`src/hw/rtl/aes128_pkg.sv`:
```
// Package: AES-128 types, S-box tables and round functions.
package aes128_pkg;

    localparam int KeyWords   = 44;
    localparam int RoundCount = 10;
    localparam int KwAddrW    = 6;
    localparam int RegIdxW    = 1;

    localparam logic [RegIdxW-1:0] RegKeyHigh = 1'b0;
    localparam logic [RegIdxW-1:0] RegKeyLow  = 1'b1;

    typedef logic [KwAddrW-1:0] kw_addr_t;
    typedef logic [3:0] round_t;

    // Controller to datapath commands.
    typedef struct packed {
        logic   load;      // load input block and add round key 0
        logic   round;     // run one cipher round
        logic   last;      // final round: no column mix
        logic   dec;       // inverse direction
        logic   out_load;  // capture state into output register
    } dp_cmd_t;

    // Key expansion commands.
    typedef struct packed {
        logic       start;
        logic       step;
        logic [5:0] idx;   // current word index 4..43
    } ke_cmd_t;

    function automatic logic [7:0] sbox(input logic [7:0] x);
        logic [7:0] t [256];
        t = '{
        8'h63,8'h7c,8'h77,8'h7b,8'hf2,8'h6b,8'h6f,8'hc5,8'h30,8'h01,8'h67,8'h2b,8'hfe,8'hd7,8'hab,8'h76,
        8'hca,8'h82,8'hc9,8'h7d,8'hfa,8'h59,8'h47,8'hf0,8'had,8'hd4,8'ha2,8'haf,8'h9c,8'ha4,8'h72,8'hc0,
        8'hb7,8'hfd,8'h93,8'h26,8'h36,8'h3f,8'hf7,8'hcc,8'h34,8'ha5,8'he5,8'hf1,8'h71,8'hd8,8'h31,8'h15,
        8'h04,8'hc7,8'h23,8'hc3,8'h18,8'h96,8'h05,8'h9a,8'h07,8'h12,8'h80,8'he2,8'heb,8'h27,8'hb2,8'h75,
        8'h09,8'h83,8'h2c,8'h1a,8'h1b,8'h6e,8'h5a,8'ha0,8'h52,8'h3b,8'hd6,8'hb3,8'h29,8'he3,8'h2f,8'h84,
        8'h53,8'hd1,8'h00,8'hed,8'h20,8'hfc,8'hb1,8'h5b,8'h6a,8'hcb,8'hbe,8'h39,8'h4a,8'h4c,8'h58,8'hcf,
        8'hd0,8'hef,8'haa,8'hfb,8'h43,8'h4d,8'h33,8'h85,8'h45,8'hf9,8'h02,8'h7f,8'h50,8'h3c,8'h9f,8'ha8,
        8'h51,8'ha3,8'h40,8'h8f,8'h92,8'h9d,8'h38,8'hf5,8'hbc,8'hb6,8'hda,8'h21,8'h10,8'hff,8'hf3,8'hd2,
        8'hcd,8'h0c,8'h13,8'hec,8'h5f,8'h97,8'h44,8'h17,8'hc4,8'ha7,8'h7e,8'h3d,8'h64,8'h5d,8'h19,8'h73,
        8'h60,8'h81,8'h4f,8'hdc,8'h22,8'h2a,8'h90,8'h88,8'h46,8'hee,8'hb8,8'h14,8'hde,8'h5e,8'h0b,8'hdb,
        8'he0,8'h32,8'h3a,8'h0a,8'h49,8'h06,8'h24,8'h5c,8'hc2,8'hd3,8'hac,8'h62,8'h91,8'h95,8'he4,8'h79,
        8'he7,8'hc8,8'h37,8'h6d,8'h8d,8'hd5,8'h4e,8'ha9,8'h6c,8'h56,8'hf4,8'hea,8'h65,8'h7a,8'hae,8'h08,
        8'hba,8'h78,8'h25,8'h2e,8'h1c,8'ha6,8'hb4,8'hc6,8'he8,8'hdd,8'h74,8'h1f,8'h4b,8'hbd,8'h8b,8'h8a,
        8'h70,8'h3e,8'hb5,8'h66,8'h48,8'h03,8'hf6,8'h0e,8'h61,8'h35,8'h57,8'hb9,8'h86,8'hc1,8'h1d,8'h9e,
        8'he1,8'hf8,8'h98,8'h11,8'h69,8'hd9,8'h8e,8'h94,8'h9b,8'h1e,8'h87,8'he9,8'hce,8'h55,8'h28,8'hdf,
        8'h8c,8'ha1,8'h89,8'h0d,8'hbf,8'he6,8'h42,8'h68,8'h41,8'h99,8'h2d,8'h0f,8'hb0,8'h54,8'hbb,8'h16};
        return t[x];
    endfunction

    function automatic logic [7:0] inv_sbox(input logic [7:0] x);
        logic [7:0] t [256];
        t = '{
        8'h52,8'h09,8'h6a,8'hd5,8'h30,8'h36,8'ha5,8'h38,8'hbf,8'h40,8'ha3,8'h9e,8'h81,8'hf3,8'hd7,8'hfb,
        8'h7c,8'he3,8'h39,8'h82,8'h9b,8'h2f,8'hff,8'h87,8'h34,8'h8e,8'h43,8'h44,8'hc4,8'hde,8'he9,8'hcb,
        8'h54,8'h7b,8'h94,8'h32,8'ha6,8'hc2,8'h23,8'h3d,8'hee,8'h4c,8'h95,8'h0b,8'h42,8'hfa,8'hc3,8'h4e,
        8'h08,8'h2e,8'ha1,8'h66,8'h28,8'hd9,8'h24,8'hb2,8'h76,8'h5b,8'ha2,8'h49,8'h6d,8'h8b,8'hd1,8'h25,
        8'h72,8'hf8,8'hf6,8'h64,8'h86,8'h68,8'h98,8'h16,8'hd4,8'ha4,8'h5c,8'hcc,8'h5d,8'h65,8'hb6,8'h92,
        8'h6c,8'h70,8'h48,8'h50,8'hfd,8'hed,8'hb9,8'hda,8'h5e,8'h15,8'h46,8'h57,8'ha7,8'h8d,8'h9d,8'h84,
        8'h90,8'hd8,8'hab,8'h00,8'h8c,8'hbc,8'hd3,8'h0a,8'hf7,8'he4,8'h58,8'h05,8'hb8,8'hb3,8'h45,8'h06,
        8'hd0,8'h2c,8'h1e,8'h8f,8'hca,8'h3f,8'h0f,8'h02,8'hc1,8'haf,8'hbd,8'h03,8'h01,8'h13,8'h8a,8'h6b,
        8'h3a,8'h91,8'h11,8'h41,8'h4f,8'h67,8'hdc,8'hea,8'h97,8'hf2,8'hcf,8'hce,8'hf0,8'hb4,8'he6,8'h73,
        8'h96,8'hac,8'h74,8'h22,8'he7,8'had,8'h35,8'h85,8'he2,8'hf9,8'h37,8'he8,8'h1c,8'h75,8'hdf,8'h6e,
        8'h47,8'hf1,8'h1a,8'h71,8'h1d,8'h29,8'hc5,8'h89,8'h6f,8'hb7,8'h62,8'h0e,8'haa,8'h18,8'hbe,8'h1b,
        8'hfc,8'h56,8'h3e,8'h4b,8'hc6,8'hd2,8'h79,8'h20,8'h9a,8'hdb,8'hc0,8'hfe,8'h78,8'hcd,8'h5a,8'hf4,
        8'h1f,8'hdd,8'ha8,8'h33,8'h88,8'h07,8'hc7,8'h31,8'hb1,8'h12,8'h10,8'h59,8'h27,8'h80,8'hec,8'h5f,
        8'h60,8'h51,8'h7f,8'ha9,8'h19,8'hb5,8'h4a,8'h0d,8'h2d,8'he5,8'h7a,8'h9f,8'h93,8'hc9,8'h9c,8'hef,
        8'ha0,8'he0,8'h3b,8'h4d,8'hae,8'h2a,8'hf5,8'hb0,8'hc8,8'heb,8'hbb,8'h3c,8'h83,8'h53,8'h99,8'h61,
        8'h17,8'h2b,8'h04,8'h7e,8'hba,8'h77,8'hd6,8'h26,8'he1,8'h69,8'h14,8'h63,8'h55,8'h21,8'h0c,8'h7d};
        return t[x];
    endfunction

    function automatic logic [7:0] xtime(input logic [7:0] a);
        return {a[6:0], 1'b0} ^ (a[7] ? 8'h1b : 8'h00);
    endfunction

    function automatic logic [31:0] mix_word(input logic [31:0] w, input logic inv);
        logic [7:0] a [4];
        logic [7:0] x2 [4];
        logic [7:0] x4 [4];
        logic [7:0] x8 [4];
        logic [7:0] m2 [4];
        logic [7:0] m3 [4];
        logic [7:0] m9 [4];
        logic [7:0] mb [4];
        logic [7:0] md [4];
        logic [7:0] me [4];
        logic [31:0] r;
        for (int i = 0; i < 4; i++) begin
            a[i]  = w[31-8*i -: 8];
            x2[i] = xtime(a[i]);
            x4[i] = xtime(x2[i]);
            x8[i] = xtime(x4[i]);
            m2[i] = x2[i];
            m3[i] = x2[i] ^ a[i];
            m9[i] = x8[i] ^ a[i];
            mb[i] = x8[i] ^ x2[i] ^ a[i];
            md[i] = x8[i] ^ x4[i] ^ a[i];
            me[i] = x8[i] ^ x4[i] ^ x2[i];
        end
        for (int i = 0; i < 4; i++) begin
            if (inv)
                r[31-8*i -: 8] = me[i] ^ mb[(i+1)%4] ^ md[(i+2)%4] ^ m9[(i+3)%4];
            else
                r[31-8*i -: 8] = m2[i] ^ m3[(i+1)%4] ^ a[(i+2)%4] ^ a[(i+3)%4];
        end
        return r;
    endfunction

endpackage

```
`src/hw/rtl/aes128_ctrl.sv`:
```
// Controller: key expansion sequencing and round sequencing.
module aes128_ctrl (
    input  logic                  clk,
    input  logic                  rst_n,
    input  logic                  cfg_we,
    input  logic                  cfg_hit,
    input  logic                  in_fire,
    input  logic                  in_dec,
    input  logic                  out_free,
    output logic                  in_ready,
    output logic                  out_valid,
    output aes128_pkg::ke_cmd_t   ke_cmd,
    output aes128_pkg::dp_cmd_t   dp_cmd,
    output aes128_pkg::kw_addr_t  rk_addr,
    output logic                  rk_dec
);
    import aes128_pkg::*;

    typedef enum logic [3:0] {
        S_IDLE = 4'b0001,
        S_KEY  = 4'b0010,
        S_RUN  = 4'b0100,
        S_DONE = 4'b1000
    } state_t;

    state_t     st_reg, st_next;
    logic [5:0] kidx_reg, kidx_next;
    round_t     rnd_reg, rnd_next;
    logic       dec_reg, dec_next;
    logic       ov_reg, ov_next;
    logic       kstart_reg;

    always_comb
    begin
        st_next   = st_reg;
        kidx_next = kidx_reg;
        rnd_next  = rnd_reg;
        dec_next  = dec_reg;
        ov_next   = ov_reg;
        dp_cmd    = '0;
        dp_cmd.dec = dec_reg;
        ke_cmd.start = kstart_reg;
        ke_cmd.step  = (st_reg == S_KEY);
        ke_cmd.idx   = kidx_reg;
        in_ready  = (st_reg == S_IDLE) && !cfg_we && !kstart_reg;
        if (out_free)
            ov_next = 1'b0;
        unique case (st_reg)
            S_IDLE:
            begin
                if (kstart_reg)
                begin
                    st_next   = S_KEY;
                    kidx_next = 6'd4;
                end
                else if (in_fire)
                begin
                    // key row 0 is fetched this cycle
                    st_next  = S_RUN;
                    rnd_next = '0;
                    dec_next = in_dec;
                end
            end
            S_KEY:
            begin
                // a new key write restarts the expansion
                if (kstart_reg)
                    kidx_next = 6'd4;
                else
                begin
                    kidx_next = kidx_reg + 6'd1;
                    if (kidx_reg == 6'(KeyWords - 1))
                        st_next = S_IDLE;
                end
            end
            S_RUN:
            begin
                if (rnd_reg == '0)
                    dp_cmd.load = 1'b1;
                else
                begin
                    dp_cmd.round = 1'b1;
                    dp_cmd.last  = (rnd_reg == 4'(RoundCount));
                end
                rnd_next = rnd_reg + 4'd1;
                if (rnd_reg == 4'(RoundCount))
                    st_next = S_DONE;
            end
            S_DONE:
            begin
                if (!ov_reg || out_free)
                begin
                    dp_cmd.out_load = 1'b1;
                    ov_next = 1'b1;
                    st_next = S_IDLE;
                end
            end
            default: st_next = S_IDLE;
        endcase
        // fetch address runs one round ahead of the datapath
        rk_addr = (st_reg == S_RUN && rnd_reg != 4'(RoundCount))
                  ? kw_addr_t'({rnd_next, 2'b00}) : '0;
        rk_dec  = (st_reg == S_IDLE) ? in_dec : dec_reg;
    end

    always_ff @(posedge clk or negedge rst_n)
    begin
        if (!rst_n)
        begin
            st_reg     <= S_IDLE;
            kidx_reg   <= '0;
            rnd_reg    <= '0;
            dec_reg    <= 1'b0;
            ov_reg     <= 1'b0;
            kstart_reg <= 1'b0;
        end
        else
        begin
            st_reg     <= st_next;
            kidx_reg   <= kidx_next;
            rnd_reg    <= rnd_next;
            dec_reg    <= dec_next;
            ov_reg     <= ov_next;
            kstart_reg <= cfg_we && cfg_hit;
        end
    end

    assign out_valid = ov_reg;

endmodule
```
`config.mk`:
```
export PLATFORM = sky130hd
export DESIGN_NAME = aes128_ctrl
export DESIGN_NICKNAME = d
export VERILOG_FILES = /design/src/hw/rtl/aes128_pkg.sv /design/src/hw/rtl/aes128_ctrl.sv
export SDC_FILE = /design/constraint.sdc
export NUM_CORES = 1
export LEC_CHECK = 0
export BUFFER_PORTS_ARGS = -buffer_cell sky130_fd_sc_hd__buf_4
export CAP_MARGIN = 10
export CELL_PAD_IN_SITES_DETAIL_PLACEMENT = 0
export CELL_PAD_IN_SITES_GLOBAL_PLACEMENT = 1
export CORE_ASPECT_RATIO = 1.4
export CORE_MARGIN = 5
export CORE_UTILIZATION = 40
export DETAILED_ROUTE_END_ITERATION = 16
export PLACE_DENSITY_LB_ADDON = 0.1
export SYNTH_ARGS = -nofsm -noshare
export SYNTH_HDL_FRONTEND = slang
export SYNTH_SLANG_ARGS = --single-unit
```
`constraint.sdc`:
```
create_clock -name clk -period 2.9 [get_ports clk]
set_input_delay 0.29 -clock clk [delete_from_list [all_inputs] [get_ports clk]]
set_output_delay 0.29 -clock clk [all_outputs]
set_load 0.02 [all_outputs]
```
* Yosys cells after proc, flatten, opt, wreduce, memory -nomap -nowiden
Index checks and enable logic that the tools add are counted.
Cells by class: add/sub/neg operators 2, eq/ne operators 13, reduce and logical (&&, ||, !) cells 13, multiplexer cells 23, bitwise operators 1
Operators by type and width (count):
- $mux W4 | 8
- $mux W6 | 3
- $pmux W4 S4 | 1
- $pmux W6 S2 | 1
- $eq A4 B4 Y1 const B | 2
- $ne A2 B2 Y1 const B | 4
- $pmux W4 S2 | 1
- $mux W1 | 7
- $add A6 B1 Y6 const B | 1
- $eq A6 B6 Y1 const B | 1
- $reduce_and A5 Y1 | 1
- $add A4 B1 Y4 const B | 1
- $eq A4 B1 Y1 const B | 1
- $eq A4 B2 Y1 const B | 1
- $eq A4 B3 Y1 const B | 1
- $logic_and A1 B1 Y1 | 4
- $logic_not A4 Y1 | 1
- $ne A4 B4 Y1 const B | 1
- $logic_not A1 Y1 | 3
- $mux W3 | 1
- $ne A3 B3 Y1 const B | 1
- $reduce_and A3 Y1 | 1
- $mux W2 | 1
- $ne A2 B1 Y1 const B | 1
- other kinds (4) | 4
Word-level totals: input bits 7, logic and storage cells 58, output and inout bits 22, flip-flop bits (word level) 17

* Depth between registers and ports, before layout
depth in word-level cells 4, depth in mapped cells 5, gate-level depth less buffers 5

* Worst setup path before layout
No wires, ideal clock.
kind reg-to-output, start register st_reg[1], end output port dp_cmd[0] (netlist bit), data arrival time 1.424 ns, buffers on the path 1, stages on the path, launching flop included 4, path slack 1.186 ns, data required time 2.610 ns, cells stage by stage dfrtp_1 -> buf_2 -> or4b_1 -> a21oi_1
RTL lines:
- start, declared | RTL line aes128_ctrl.sv:26 | state_t st_reg, st_next;
- start signal, assigned | RTL line aes128_ctrl.sv:119 | st_reg <= st_next;
- end, declared | RTL line aes128_ctrl.sv:13 | output aes128_pkg::dp_cmd_t dp_cmd,

* Worst setup path after layout
start register st_reg[1], end output port rk_addr[5]
On the way: cells in the longest elaborated chain, start to end 3
RTL lines:
- $eq A4 B3 Y1 / $eq A4 B1 Y1 (equally long branches) | RTL line aes128_ctrl.sv:48, aes128_ctrl.sv:101
- $pmux W4 S2 / $logic_and A1 B1 Y1 (equally long branches) | RTL line aes128_ctrl.sv:48, aes128_ctrl.sv:101
- $mux W6 * | RTL line aes128_ctrl.sv:102 | ? kw_addr_t'({rnd_next, 2'b00}) : '0;
- end, declared | RTL line aes128_ctrl.sv:14 | output aes128_pkg::kw_addr_t rk_addr,
Every way passes the cells marked *; elsewhere a longest branch is shown, timed or not.

==> results.sh <==
export IMPL_clock_skew_ps=0.915
export IMPL_hold_class="in2reg"
export IMPL_seq_area_frac_synth_pct=39.5
export IMPL_reg2reg_slack_ps=1240
export IMPL_worst_slew_pin_slew_ps=655
export IMPL_critPathSlowestCell="nor4b_2"
export IMPL_startpoint_type="flop"
export IMPL_reg2reg_from="st_reg[1]$_DFFE_PN0P_"
export IMPL_ys_types=47
export IMPL_initial_utilization_pct=41.3
export IMPL_clk_path_buf_depth=2
export IMPL_die_area_um2=3850
export IMPL_grt_start_max_net_pins=18
export IMPL_period_minus_slack_ps=2310
export IMPL_cts_tree="done"
export IMPL_synth_warnings=0
export IMPL_synth_mux_area_share_pct=2.09
export IMPL_io_pins=29
export IMPL_synthCells=117
export IMPL_fin_area_um2=1330
export IMPL_holdWs_ps=166
export IMPL_drive_above_1_share_pct=26.6
export IMPL_route_vias_total=963
export IMPL_yosys_register_bits=17
export IMPL_grt_pass1_vias=976
export IMPL_ant_nets=0
export IMPL_synth_edf_count=0
export IMPL_final_hold_viol_count=0
export IMPL_portBuffers=26
export IMPL_rows=22
export IMPL_setup_violations=0
export IMPL_ys_top_cells_by_area="dfrtp_1, ha_1, a21oi_1"
export IMPL_grt_pass1_wl_um=4490
export IMPL_synth_top_cell_by_area="dfrtp_1"
export IMPL_place_area_um2=1290
export IMPL_finalCritPeriodShare_pct=79.8
export IMPL_antenna_found_initial=0
export IMPL_ys_async_sr_fraction_pct=100
export IMPL_synth_ff_type="dfrtp_1"
export IMPL_power_leakage_nw=0.607
export IMPL_fin_tns_setup_ps=0
export IMPL_antenna_cells=0
export IMPL_ctsRootBufferMaster="clkbuf_4"
export IMPL_mostFrequentLayoutCell="buf_4"
export IMPL_power_density_nw_per_um2=780
export IMPL_cts_resized=0
export IMPL_syn_area_per_cell_um2=9.23
export IMPL_synth_compound_area_share_pct=18.2
export IMPL_fp_dieW_um=53.9
export IMPL_vdd_ir_drop_max_mv=0.418
export IMPL_max_cap_violations=0
export IMPL_crit_fanout=12
export IMPL_die_height_um=71.5
export IMPL_final_max_slew_viol_count=0
export IMPL_fmax_mhz=432
export IMPL_routed_wl_um=2680
export IMPL_core_area_um2=2620
export IMPL_crit_type="reg2out"
export IMPL_dp_hpwl_um=2080
export IMPL_synthToLayoutAreaGrowth_pct=22.7
export IMPL_timing_rr_end="rnd_reg[2]$_DFF_PN0_"
export IMPL_synthXorXnorAreaFrac_pct=2.43
export IMPL_rsz0062_at_grt="false"
export IMPL_viasPerCell=5.38
export IMPL_mappedNetlistArea_um2=1080
export IMPL_dr_pass1_iters=6
export IMPL_synth_fa_ha_area_share_pct=4.63
export IMPL_overflow=0
export IMPL_slowest_delay_ps=670
export IMPL_r2r_cells=3
export IMPL_outcome="complete, no violations"
export IMPL_synthSimpleGateAreaFrac_pct=26.4
export IMPL_clk_pin_slew_ps=100
export IMPL_fin_nets=155
export IMPL_routabilityCongestion=0.772
export IMPL_hold_start="in_fire"
export IMPL_htree_levels=1
export IMPL_avgRoutedWirePerCell_um=15.0
export IMPL_cp_required_ps=2610
export IMPL_insertion_delay_ps=290
export IMPL_cts_buffers=3
export IMPL_drc_errors=0
export IMPL_fillers=266
export IMPL_hold_depth=2
export IMPL_synth_top_family_by_area="simple AND/OR/NAND/NOR gates"
export IMPL_drt_first_iter_violations=12
export IMPL_clock_sinks=17
export IMPL_cp_cell_sequence="nor4b_2 -> nand2_1 -> nor2_1 -> buf_4"
export IMPL_critPathCaptureType="output port"
export IMPL_synth_top_cell_area_share_pct=37.1
export IMPL_largest_reg_flops=6
export IMPL_grtUsageTotal_pct=15.6
export IMPL_relSlewSlack_pct=56.2
export IMPL_layout_common_cells="buf_4, dfrtp_1, nand2_1, nor2_1, a21oi_1"
export IMPL_critPathArrivalTime_ps=2020
export IMPL_min_to="st_reg[0]$_DFFE_PN1P_"
==> through the flow <==
stage | setup WS [ps] | util, % | instances | power (mW)
after floorplan | 1190 | - | 118 | 0.743
after global placement | 1030 | 49.3 | 174 | 0.902
after detailed placement | 920 | 49.3 | 174 | 0.912
after CTS | 590 | 50.7 | 179 | 1.05
after global routing | 435 | 50.7 | 179 | 1.12
final | 587 | 50.7 | 179 | 1.03
==> cell families after synthesis <==
kind of cell,Yosys count
AOI/OAI and AO/OA,29
xor gates and xnor gates,3
adders and majority gates,4
buffers and inverters,14
DFF,17
muxes,2
other,1
and+or+nand+nor,47
==> worst max-delay path: cells and delay by family (launching register included) <==
kind | cells | cell delay (ps)
DFF | 1 | 520
and+or+nand+nor | 3 | 1070
buffers and inverters | 1 | 150
==> layout make-up <==
class	instances	area, um^2	share of cell area, %
multi-input cells	87	588	44.4
flip-flops and latches	17	427	32.2
repair buffers	28	213	16.1
well taps	36	45.0	3.40
clock buffers	4	26.3	1.98
inverters	7	26.3	1.98
==> layer usage <==
metal / vias up / GRT usage, % / wire [um]
li1: 468 / - / -
met1: 463 / 16.8 / 1030
met2: 25 / 28.0 / 1470
met3: 7 / 2.70 / 123
met4: 0 / 7.10 / 58
met5: - / 0 / 0
==> timing repair <==
action / in CTS / in global routing
endpoints found under the hold margin: 16 / 0
hold buffers: 1 / 0
buffers inserted: 0 / 0
==> Yosys cell counts, types with 2 or more instances <==
master    count
dfrtp_1      16
a21oi_1       8
nand2_1       8
nor2_1        8
inv_1         7
o21ai_0       5
buf_4         4
ha_1          4
nand2b_1      4
and3_1        3
nand3_1       3
nand3b_1      3
nor2b_1       3
a21o_1        2
clkbuf_1      2
mux2_2        2
nor3_1        2
o22ai_1       2
or3_1         2
xor2_1        2
==> worst max-delay path by stage <==
stage                                startpoint    endpoint  slack [ps]
after CTS                 st_reg[1]$_DFFE_PN0P_  rk_addr[4]         590
after detailed placement  st_reg[1]$_DFFE_PN0P_  rk_addr[4]         920
final                     st_reg[1]$_DFFE_PN0P_  rk_addr[5]         590
after global placement    st_reg[1]$_DFFE_PN0P_  rk_addr[4]        1030
after floorplan           st_reg[1]$_DFFE_PN0P_   dp_cmd[0]        1190
after global routing      st_reg[1]$_DFFE_PN0P_  rk_addr[4]         430
==> power breakdown <==
part	switching, mW	internal (mW)	total, mW	leakage (nW)
combinational	0.266	0.225	0.491	0.369
sequential	0.109	0.303	0.413	0.223
clock	0.0767	0.0534	0.130	0.0150
total	0.452	0.582	1.03	0.607
No activity file was read; power rests on OpenSTA's default activity.
